$ cat config.mk
export PLATFORM = sky130hd
export DESIGN_NAME = ultrasonic_range_measurer_core
export DESIGN_NICKNAME = d
export VERILOG_FILES = /design/src/rtl/urm_pkg.sv /design/src/rtl/urm_ctrl.sv /design/src/rtl/urm_scale.sv /design/src/rtl/ultrasonic_range_measurer_core.sv
export SDC_FILE = /design/constraint.sdc
export NUM_CORES = 1
export LEC_CHECK = 0
export BUFFER_PORTS_ARGS = -buffer_cell sky130_fd_sc_hd__buf_2
export CAP_MARGIN = 10
export CORE_ASPECT_RATIO = 0.6
export CORE_MARGIN = 1.5
export CORE_UTILIZATION = 43
export CTS_CLUSTER_DIAMETER = 200
export DETAILED_ROUTE_END_ITERATION = 8
export GPL_TIMING_DRIVEN = 0
export HOLD_SLACK_MARGIN = 0.15
export SLEW_MARGIN = 20
export SYNTH_ARGS = -nofsm -noshare
export SYNTH_HDL_FRONTEND = slang
export SYNTH_SLANG_ARGS = --single-unit
$ cat constraint.sdc
create_clock -name i_clk -period 6.4 [get_ports i_clk]
set_input_delay 1.28 -clock i_clk [delete_from_list [all_inputs] [get_ports i_clk]]
set_output_delay 1.28 -clock i_clk [all_outputs]
set_load 0.01 [all_outputs]
$ cat src/rtl/urm_pkg.sv
// ----------------------------------------------------------------------------
// urm_pkg
// Types and constants shared by the ultrasonic range measurer modules.
// ----------------------------------------------------------------------------
package urm_pkg;

    localparam int COUNT_WIDTH_DEF = 16;

    localparam int CFG_IDX_W  = 2;
    localparam int CFG_DATA_W = 16;
    localparam int TICKS_W    = 16;
    localparam int SCALE_W    = 11;
    localparam int DIST_W     = 17;
    localparam int Q_SHIFT    = 10;

    localparam logic [7:0]         TRIG_LOW_RST  = 8'd2;
    localparam logic [7:0]         TRIG_HIGH_RST = 8'd10;
    localparam logic [15:0]        TIMEOUT_RST   = 16'd50000;
    localparam logic [SCALE_W-1:0] SCALE_RST     = 11'd1757;

    typedef enum logic [CFG_IDX_W-1:0] {
        CFG_TRIG_LOW  = 2'd0,
        CFG_TRIG_HIGH = 2'd1,
        CFG_TIMEOUT   = 2'd2,
        CFG_SCALE     = 2'd3
    } t_cfg_idx;

    typedef enum logic [1:0] {
        PH_IDLE = 2'd0,
        PH_LOW  = 2'd1,
        PH_HIGH = 2'd2,
        PH_WAIT = 2'd3
    } t_phase;

    localparam logic REQ_TICK  = 1'b0;
    localparam logic REQ_START = 1'b1;

    typedef struct packed {
        logic req_type;
        logic echo_level;
    } t_req;

    typedef struct packed {
        logic               trig_level;
        logic               busy_res;
        logic               done_res;
        logic               timed_out;
        logic [TICKS_W-1:0] echo_ticks;
        logic [DIST_W-1:0]  distance;
    } t_res;

    typedef struct packed {
        logic [7:0]         trig_low;
        logic [7:0]         trig_high;
        logic [15:0]        timeout;
        logic [SCALE_W-1:0] scale;
    } t_cfg;

    // result of the control stage, before scaling
    typedef struct packed {
        logic               trig_level;
        logic               busy_res;
        logic               done_res;
        logic               timed_out;
        logic [TICKS_W-1:0] echo_ticks;
    } t_meas;

endpackage

$ cat src/rtl/urm_ctrl.sv
// ----------------------------------------------------------------------------
// urm_ctrl
// Trigger/echo sequencer: updates the measurement state on each accepted
// request and registers the unscaled result.
// ----------------------------------------------------------------------------
module urm_ctrl #(
    parameter int COUNT_WIDTH = urm_pkg::COUNT_WIDTH_DEF
) (
    input  logic          i_clk,
    input  logic          i_rst_n,
    input  urm_pkg::t_cfg i_cfg,
    input  logic          i_valid,
    output logic          o_ready,
    input  urm_pkg::t_req i_req,
    output logic          o_valid,
    input  logic          i_take,
    output urm_pkg::t_meas o_meas
);
    import urm_pkg::*;

    localparam int CMPW = (COUNT_WIDTH > 16) ? COUNT_WIDTH : 16;
    localparam logic [COUNT_WIDTH-1:0] CNT_MAX = '1;

    t_phase                 r_phase, n_phase;
    logic [COUNT_WIDTH-1:0] r_pcnt, n_pcnt;
    logic                   r_eact, n_eact;
    logic [COUNT_WIDTH-1:0] r_ecnt, n_ecnt;
    logic                   r_v1;
    t_meas                  r_meas, n_meas;

    logic [COUNT_WIDTH-1:0] pcnt_inc, ecnt_inc;
    logic [CMPW-1:0]        pcnt_ext, ecnt_ext;
    logic                   accept;

    assign o_ready = !r_v1 || i_take;
    assign accept  = i_valid && o_ready;
    assign o_valid = r_v1;
    assign o_meas  = r_meas;

    assign pcnt_inc = (r_pcnt == CNT_MAX) ? CNT_MAX : r_pcnt + 1'b1;
    assign ecnt_inc = (r_ecnt == CNT_MAX) ? CNT_MAX : r_ecnt + 1'b1;
    assign pcnt_ext = CMPW'(pcnt_inc);
    assign ecnt_ext = CMPW'(ecnt_inc);

    always_comb begin
        n_phase = r_phase;
        n_pcnt  = r_pcnt;
        n_eact  = r_eact;
        n_ecnt  = r_ecnt;
        n_meas  = '0;
        if (i_req.req_type == REQ_START) begin
            if (r_phase == PH_IDLE) begin
                n_phase = PH_LOW;
                n_pcnt  = '0;
                n_eact  = 1'b0;
                n_ecnt  = '0;
            end
            n_meas.trig_level = (r_phase == PH_HIGH);
        end else begin
            case (r_phase)
                PH_LOW: begin
                    n_pcnt = pcnt_inc;
                    if (pcnt_ext >= CMPW'(i_cfg.trig_low)) begin
                        n_phase = PH_HIGH;
                        n_pcnt  = '0;
                    end
                end
                PH_HIGH: begin
                    n_meas.trig_level = 1'b1;
                    n_pcnt = pcnt_inc;
                    if (pcnt_ext >= CMPW'(i_cfg.trig_high)) begin
                        n_phase = PH_WAIT;
                        n_pcnt  = '0;
                        n_eact  = 1'b0;
                        n_ecnt  = '0;
                    end
                end
                PH_WAIT: begin
                    n_pcnt = pcnt_inc;
                    if (r_eact) begin
                        n_ecnt = ecnt_inc;
                        if (!i_req.echo_level) begin
                            n_meas.done_res   = 1'b1;
                            n_meas.echo_ticks = (ecnt_ext > CMPW'(16'hFFFF)) ? '1
                                                : ecnt_ext[TICKS_W-1:0];
                            n_phase = PH_IDLE;
                            n_pcnt  = '0;
                            n_eact  = 1'b0;
                        end
                    end else if (i_req.echo_level) begin
                        n_eact = 1'b1;
                        n_ecnt = '0;
                    end
                    // completion on the same tick wins over the timeout
                    if (!n_meas.done_res && (pcnt_ext >= CMPW'(i_cfg.timeout) ||
                                             pcnt_inc == CNT_MAX)) begin
                        n_meas.timed_out = 1'b1;
                        n_phase = PH_IDLE;
                        n_pcnt  = '0;
                        n_eact  = 1'b0;
                    end
                end
                default: begin
                end
            endcase
        end
        n_meas.busy_res = (n_phase != PH_IDLE);
    end

    always_ff @(posedge i_clk) begin
        if (!i_rst_n) begin
            r_phase <= PH_IDLE;
            r_pcnt  <= '0;
            r_eact  <= 1'b0;
            r_ecnt  <= '0;
            r_v1    <= 1'b0;
        end else begin
            if (accept) begin
                r_phase <= n_phase;
                r_pcnt  <= n_pcnt;
                r_eact  <= n_eact;
                r_ecnt  <= n_ecnt;
            end
            if (o_ready) begin
                r_v1 <= i_valid;
            end
        end
    end

    always_ff @(posedge i_clk) begin
        if (accept) begin
            r_meas <= n_meas;
        end
    end

endmodule

$ cat src/rtl/urm_scale.sv
// ----------------------------------------------------------------------------
// urm_scale
// Output stage: converts echo ticks to distance with the Q10 scale factor
// and holds the result until the receiver takes it.
// ----------------------------------------------------------------------------
module urm_scale (
    input  logic                           i_clk,
    input  logic                           i_rst_n,
    input  logic [urm_pkg::SCALE_W-1:0]    i_scale,
    input  logic                           i_valid,
    output logic                           o_take,
    input  urm_pkg::t_meas                 i_meas,
    output logic                           o_valid,
    input  logic                           i_ready,
    output urm_pkg::t_res                  o_res
);
    import urm_pkg::*;

    localparam int PROD_W = TICKS_W + SCALE_W;

    logic                r_v2;
    t_res                r_res, n_res;
    logic [PROD_W-1:0]   prod;

    assign o_take  = !r_v2 || i_ready;
    assign o_valid = r_v2;
    assign o_res   = r_res;

    assign prod = PROD_W'(i_meas.echo_ticks) * PROD_W'(i_scale);

    always_comb begin
        n_res            = '0;
        n_res.trig_level = i_meas.trig_level;
        n_res.busy_res   = i_meas.busy_res;
        n_res.done_res   = i_meas.done_res;
        n_res.timed_out  = i_meas.timed_out;
        n_res.echo_ticks = i_meas.echo_ticks;
        n_res.distance   = prod[Q_SHIFT +: DIST_W];
    end

    always_ff @(posedge i_clk) begin
        if (!i_rst_n) begin
            r_v2 <= 1'b0;
        end else if (o_take) begin
            r_v2 <= i_valid;
        end
    end

    always_ff @(posedge i_clk) begin
        if (o_take && i_valid) begin
            r_res <= n_res;
        end
    end

endmodule

$ cat src/rtl/ultrasonic_range_measurer_core.sv
// ----------------------------------------------------------------------------
// ultrasonic_range_measurer_core
// Ultrasonic echo-ranging controller: trigger sequencing, echo timing and
// distance scaling.
// ----------------------------------------------------------------------------
// Usage:
//   Input channel (i_valid/o_ready, i_req) carries one request per item: a
//   one-microsecond tick with the sampled echo level, or a start request.
//   Each request yields exactly one result on the output channel
//   (o_valid/i_ready, o_res) with the trigger level, busy, done and timeout
//   flags, echo duration and distance in hundredths of a centimetre.
//   The result is registered twice after the request is accepted: once
//   together with the sequencer state update, and once after the 16x11
//   scale multiplier. Throughput is one request per cycle while the
//   output does not stall; the sequencer state advances at accept, so
//   back-to-back requests see each other's effects.
//   When the receiver stalls, results are held in the two stage registers
//   and o_ready drops once both are full; nothing is lost or repeated.
//   Configuration is written through i_cfg_we/i_cfg_index/i_cfg_data while
//   no measurement is running. Reset (synchronous, active low) returns the
//   sequencer to idle, empties both stages and loads the register defaults
//   (low 2, high 10, timeout 50000, scale 1757).
// ----------------------------------------------------------------------------
module ultrasonic_range_measurer_core #(
    parameter int COUNT_WIDTH = urm_pkg::COUNT_WIDTH_DEF
) (
    input  logic                             i_clk,
    input  logic                             i_rst_n,
    input  logic                             i_cfg_we,
    input  logic [urm_pkg::CFG_IDX_W-1:0]    i_cfg_index,
    input  logic [urm_pkg::CFG_DATA_W-1:0]   i_cfg_data,
    input  logic                             i_valid,
    output logic                             o_ready,
    input  urm_pkg::t_req                    i_req,
    output logic                             o_valid,
    input  logic                             i_ready,
    output urm_pkg::t_res                    o_res
);
    import urm_pkg::*;

    t_cfg  r_cfg;
    t_meas meas;
    logic  s1_valid;
    logic  s2_take;

    always_ff @(posedge i_clk) begin
        if (!i_rst_n) begin
            r_cfg.trig_low  <= TRIG_LOW_RST;
            r_cfg.trig_high <= TRIG_HIGH_RST;
            r_cfg.timeout   <= TIMEOUT_RST;
            r_cfg.scale     <= SCALE_RST;
        end else if (i_cfg_we) begin
            case (t_cfg_idx'(i_cfg_index))
                CFG_TRIG_LOW:  r_cfg.trig_low  <= i_cfg_data[7:0];
                CFG_TRIG_HIGH: r_cfg.trig_high <= i_cfg_data[7:0];
                CFG_TIMEOUT:   r_cfg.timeout   <= i_cfg_data[15:0];
                CFG_SCALE:     r_cfg.scale     <= i_cfg_data[SCALE_W-1:0];
                default: begin
                end
            endcase
        end
    end

    urm_ctrl #(
        .COUNT_WIDTH(COUNT_WIDTH)
    ) u_ctrl (
        .i_clk   (i_clk),
        .i_rst_n (i_rst_n),
        .i_cfg   (r_cfg),
        .i_valid (i_valid),
        .o_ready (o_ready),
        .i_req   (i_req),
        .o_valid (s1_valid),
        .i_take  (s2_take),
        .o_meas  (meas)
    );

    urm_scale u_scale (
        .i_clk   (i_clk),
        .i_rst_n (i_rst_n),
        .i_scale (r_cfg.scale),
        .i_valid (s1_valid),
        .o_take  (s2_take),
        .i_meas  (meas),
        .o_valid (o_valid),
        .i_ready (i_ready),
        .o_res   (o_res)
    );

endmodule

Yosys cells after proc, flatten, opt, wreduce, memory -nomap -nowiden
Cells that the tools add are included.
W data, S select, Z words.
- input bits: 25
- flip-flop bits (word level): 137
- output and inout bits: 39
- word-level logic and storage cells: 102
- bitwise gates (word level): 2
- reduce and logical (&&, ||, !) cells: 23
- $lt $le $gt $ge: 4
- eq/ne operators: 12
- multipliers: 1
- add/subtract/negate cells: 2
- muxes and demuxes: 37
- operator list (operator ; number):
    $mux W16 ; 14
    $eq A16 B16 Y1 const B ; 3
    $pmux W16 S3 ; 1
    $add A16 B1 Y16 const B ; 2
    $ge A16 B8 Y1 ; 2
    $pmux W16 S2 ; 1
    $mul A16 B11 Y27 ; 1
    $ge A16 B16 Y1 ; 1
    $gt A16 B16 Y1 const B ; 1
    $mux W2 ; 7
    $mux W1 ; 12
    $eq A2 B2 Y1 const B ; 4
    $reduce_and A2 Y1 ; 4
    $pmux W2 S3 ; 1
    $reduce_and A5 Y1 ; 1
    $eq A2 B1 Y1 const B ; 2
    $logic_not A2 Y1 ; 2
    $ne A4 B3 Y1 const B ; 1
    $reduce_and A4 Y1 ; 1
    $reduce_bool A4 Y1 ; 1
    $reduce_or A4 Y1 ; 1
    $logic_and A1 B1 Y1 ; 3
    $logic_not A1 Y1 ; 3
    $logic_or A1 B1 Y1 ; 3
    other kinds (8) ; 9

Longest topological paths before layout
- depth in word-level cells: 10
- gate-level depth with buffers: 21
- gate-level depth less buffers: 20

Modules after synthesis
From an unflattened synthesis, not the netlist that was laid out.
- cells, all modules: 1354
- area total of the unflattened synthesis: 12537.0 sq um
- modules (own cells, without submodules) (module ; area each (sq um) ; seq. area each (sq um) ; instances ; cells an instance):
    urm_scale ; 6790.3 ; 1131.1 ; 1 ; 707
    urm_ctrl ; 4025.1 ; 1321.3 ; 1 ; 473
    ultrasonic_range_measurer_core ; 1721.7 ; 860.8 ; 1 ; 174

Worst setup path before layout
Ideal clock, no wire load.
- kind: reg2reg
- start point: register r_cfg[4] in the netlist's numbering
- end point: register u_scale.r_res, in the netlist u_scale.o_res[16] (data pin)
- path buffers: 2
- slack: 0.650 ns
- arrival time: 5.614 ns
- data required time: 6.264 ns
- stages on the path, launching flop included: 21
- clock period less this slack: 5.750 ns
- setup time: 0.136 ns
- cell sequence: dfxtp_1 -> clkbuf_1 -> clkbuf_1 -> nand2_1 -> fa_1 -> fa_1 -> fa_1 -> inv_1 -> fa_1 -> inv_1 -> fa_1 -> inv_1 -> ha_1 -> and3_1 -> nor3b_1 -> a211oi_1 -> o221ai_1 -> a21oi_1 -> a21oi_1 -> or4_1 -> nand3_1
- word-level cells in the longest chain between the ends: 1
- RTL lines (what ; RTL line ; RTL):
    from (decl) ; ultrasonic_range_measurer_core.sv:41 ; t_cfg r_cfg;
    $mul A16 B11 Y27 ; urm_scale.sv:29 ; assign prod = PROD_W'(i_meas.echo_ticks) * PROD_W'(i_scale);
    net u_scale.prod[26] ; urm_scale.sv:23 ; logic [PROD_W-1:0] prod;
    to (signal assigned) ; urm_scale.sv:51 ; r_res <= n_res;
    to (decl) ; urm_scale.sv:22 ; t_res r_res, n_res;
The timed path passes the listed nets, and every way through them passes these cells.
A chain may end at the register's enable or synchronous reset.

Worst setup path after layout
- start point: register u_ctrl.r_meas, in the netlist u_ctrl.o_meas[3]
- end point: register u_scale.r_res, in the netlist u_scale.o_res[15] (data pin)
- word-level cells in the longest chain between the ends: 1
- RTL lines (what ; RTL line ; RTL):
    from (decl) ; urm_ctrl.sv:29 ; t_meas r_meas, n_meas;
    from (signal assigned) ; urm_ctrl.sv:132 ; r_meas <= n_meas;
    $mul A16 B11 Y27 ; urm_scale.sv:29 ;
    net u_scale.prod[25] ; urm_scale.sv:23 ;
The timed path passes the listed nets, and every way through them passes these cells.

==> results_dict.tcl <==
set metrics [dict create \
    outcome "finished clean" \
    p_leak_nw 6.00 \
    cp_data_arrival_time_ns 6.29 \
    track_usage_pct 23.7 \
    yosysSeqAreaShare_pct 27.7 \
    grt_pass1_vias 9135 \
    drive_gt1_share_pct 11.8 \
    ff_latch_area_sq_um 3320 \
    ys_top_cells_by_area "fa_1 21%, edfxtp_1 14%, dfxtp_1 13%" \
    ys_warn_count 0 \
    cp_slowest_cell "fa_1" \
    cp-end-kind "flip-flop" \
    maxCapViolations 0 \
    fp.dieH_um 132 \
    worstSetupStartpointType "flip-flop" \
    gp_congestion 0.922 \
    viasPerCell 5.40 \
    pwr-share-clk_pct 25.8 \
    path_buf_inv 6 \
    max_clock_freq_ghz 0.164 \
    crit_path_frequent_cell "fa_1" \
    synth_cell_type_count 66 \
    hold_buffers 0 \
    grt_max_degree 26 \
    setup_viol 0 \
    hold_path.class "flip-flop to flip-flop" \
    first_iter_violations 917 \
    hpwl_um 25600 \
    synth_edf_count 57 \
    crit_cells 21 \
    worstPathRequired_ns 6.59 \
    p_seq_share_pct 27.4 \
    hold_viol_final 0 \
    yosysTopAreaCell "fa_1" \
    h-tree-depth 4 \
    period_minus_slack_ns 6.09 \
    die-width_um 218 \
    tightest_slew_ns 0.967 \
    fin_nets 1644 \
    switchingPower_mw 1.56 \
    synth_top_area_share_pct 20.7 \
    syn_area_sq_um 12000 \
    cts_buffers 17 \
    antenna_found_initial 1 \
    post_synth.cell_area_avg_sq_um 9.07 \
    fin_area_sq_um 13400 \
    p_sw_share_pct 38.3 \
    clock-sinks 137 \
    fillers 2592 \
    cts.clk_slew.worst_paths_ns 0.06 \
    cts_tree "built" \
    start_util_pct 43.6 \
    cts.path.max_buffers 2 \
    final_cells 1780 \
    cellInternalPower_mw 2.51 \
    syn-num-nets 1565 \
    insertion_delay_ns 0.45 \
    pwr-share-comb_pct 46.8 \
    power_density_nw_per_um2 303 \
    dpl_cell_area_sq_um 12800 \
    drtAntennaViolNets 0 \
    io_buffers 63 \
    crit_type "flip-flop to flip-flop" \
    grt_pass1_wl_um 52000 \
    dr.pass1.iters 5 \
    cpPeakStageDelay_ns 0.56 \
    place_inst 1751 \
    min_path_cells 0 \
    io_pins 64 \
    ir_drop_uv 314 \
    maxSlewViolCount 0 \
    r2r_cells 21 \
    routed_wl_um 32800 \
    slew-limit-headroom_pct 35.4 \
    ys_ff_latch 137 \
    path_max_fanout 10 \
    drc 0 \
    cts-root-buf "clkbuf_16" \
    dieArea_sq_um 28900 \
    fp-row-count 47 \
    wire_per_inst_um 18.4 \
    rsz0062_at_grt "no" \
    cp_top_family "adder cells" \
    finalCritPeriodShare_pct 95.2 \
    synthFlopType "dfxtp_1" \
    async_flop_share_pct 0 \
    core_area_sq_um 27500 \
    vias 9617 \
    area_growth_pct 12.0 \
    syn-instance-count 1320 \
    fin_skew_ns 0.0120 \
    grt-ovfl-total 0 \
    multi_input_area_sq_um 7700 \
    crit_chain "clkbuf_2 > and2_1 > fa_1 > inv_1 > fa_1 > inv_1 > fa_1 > fa_1 > inv_1 > fa_1 > inv_1 > ha_1 > nand4_1 > nor3b_1 > a211oi_2 > buf_4 > o221ai_2 > a21oi_2 > a21oi_2 > a21oi_1 > xnor2_1" \
]
worst reg2reg max path, stage by stage (launching register included):
cell      delay [ns]
edfxtp_1        0.52
clkbuf_2        0.28
and2_1          0.24
fa_1            0.54
inv_1           0.05
fa_1            0.49
inv_1           0.06
fa_1            0.52
fa_1            0.56
inv_1           0.06
fa_1            0.52
inv_1           0.04
ha_1            0.32
nand4_1         0.14
nor3b_1         0.28
a211oi_2        0.10
buf_4           0.19
o221ai_2        0.27
a21oi_2         0.15
a21oi_2         0.26
a21oi_1         0.12
xnor2_1         0.13
stage by stage:
stage	hold WS [ns]	setup WS (ns)	util [%]	setup TNS, ns	total power, mW
floorplan	0.400	0.650	-	0	2.51
global placement	0.405	-0.897	46.4	-5.19	2.95
detailed placement	0.409	-0.931	46.5	-5.13	2.97
CTS	0.426	0.0728	48.7	0	4.08
global route	0.426	0.00896	48.8	0	4.41
finish	0.424	0.309	48.8	0	4.07
what timing repair did:
action                                  4_1_cts  5_1_grt
endpoints found under the setup margin       11        3
gates resized for setup                       8       25
endpoints found under the hold margin         0        0
buffers inserted                              1        0
pin swaps                                     1        0
final timing paths:
kind                          start           endpoint  slack, ns
hold / removal    u_ctrl.o_meas[17]  u_scale.o_res[34]       0.42
hold reg to reg   u_ctrl.o_meas[17]  u_scale.o_res[34]       0.42
setup / recovery   u_ctrl.o_meas[3]  u_scale.o_res[15]       0.31
setup reg to reg   u_ctrl.o_meas[3]  u_scale.o_res[15]       0.31
synth_stat cells, drive strengths merged (11+ instances only):
library cell,n
inv,196
nor2b,12
o21ai,46
nand4,13
nor2,57
a21oi,69
fa,124
nor3,17
and2,87
xnor2,24
edfxtp,57
and3,11
clkbuf,56
nand2,193
a31oi,12
o211ai,14
dfxtp,80
nand3,34
ha,96
metal layers:
layer | vias to the layer above | global-route usage (%) | share of wire, %
li1 | 4490 | - | -
met3 | 20 | 5.67 | 8.7
met1 | 4755 | 40.2 | 54
met4 | 0 | 4.25 | 0.66
met5 | - | 0 | 0
met2 | 352 | 29.1 | 37
layout by cell type (no fill, tap or decap), drive strengths merged, types with 6 or more instances in the layout:
cell type and count:
ha 96, nor2b 12, inv 199, o211ai 14, nand3 34, a21o 9, xnor2 24, nor2 57
nor3b 6, a21oi 69, nor4 7, buf 72, nand2b 7, fa 124, a31oi 12, xor2 7
nor3 17, o21ai 46, and3 11, o221a 9, and2 87, clkbuf 67, dfxtp 80, o21a 7
nand4 13, a211oi 8, edfxtp 57, nand2 193, clkinv 6
state kept, by name, indices dropped and copies added (netlist names):
| name | flops |
|---|---|
| u_ctrl.o_valid | 1 |
| r_cfg | 43 |
| u_ctrl.r_phase | 2 |
| u_ctrl.o_meas | 20 |
| u_scale.o_valid | 1 |
| u_ctrl.r_eact | 1 |
| u_scale.o_res | 37 |
| u_ctrl.r_pcnt | 16 |
| u_ctrl.r_ecnt | 16 |
power groups by stage:
stage          sequential [mW]  combinational [mW]  clock, mW
6_report                  1.11                1.91       1.05
5_1_grt                   1.12                2.19       1.10
4_1_cts                   1.11                1.91       1.06
3_5_place_dp              1.13                1.85          0
3_3_place_gp              1.13                1.82          0
2_1_floorplan             1.15                1.36          0
cell type report:
class / count / area share (%)
multi-input cells: 925 / 57.4
flip-flops and latches: 137 / 24.8
inverters: 196 / 5.49
well taps: 367 / 3.43
clock buffers: 17 / 3.17
repair buffers: 65 / 2.56
plain buffers: 57 / 1.84
clock inverters: 15 / 1.31
diodes: 1 / 0.0187
cells by family after synthesis:
kind of cell | after synthesis | share of synthesized area, %
buffers and inverters | 258 | 8.21
flip-flops | 137 | 27.7
AO/OA/AOI/OAI | 202 | 11.0
multiplexers | 6 | 0.575
AND/OR/NAND/NOR | 466 | 19.4
XOR/XNOR | 31 | 2.27
adder cells (fa/ha/maj) | 220 | 30.8
Power figures use the tool's default switching activity.
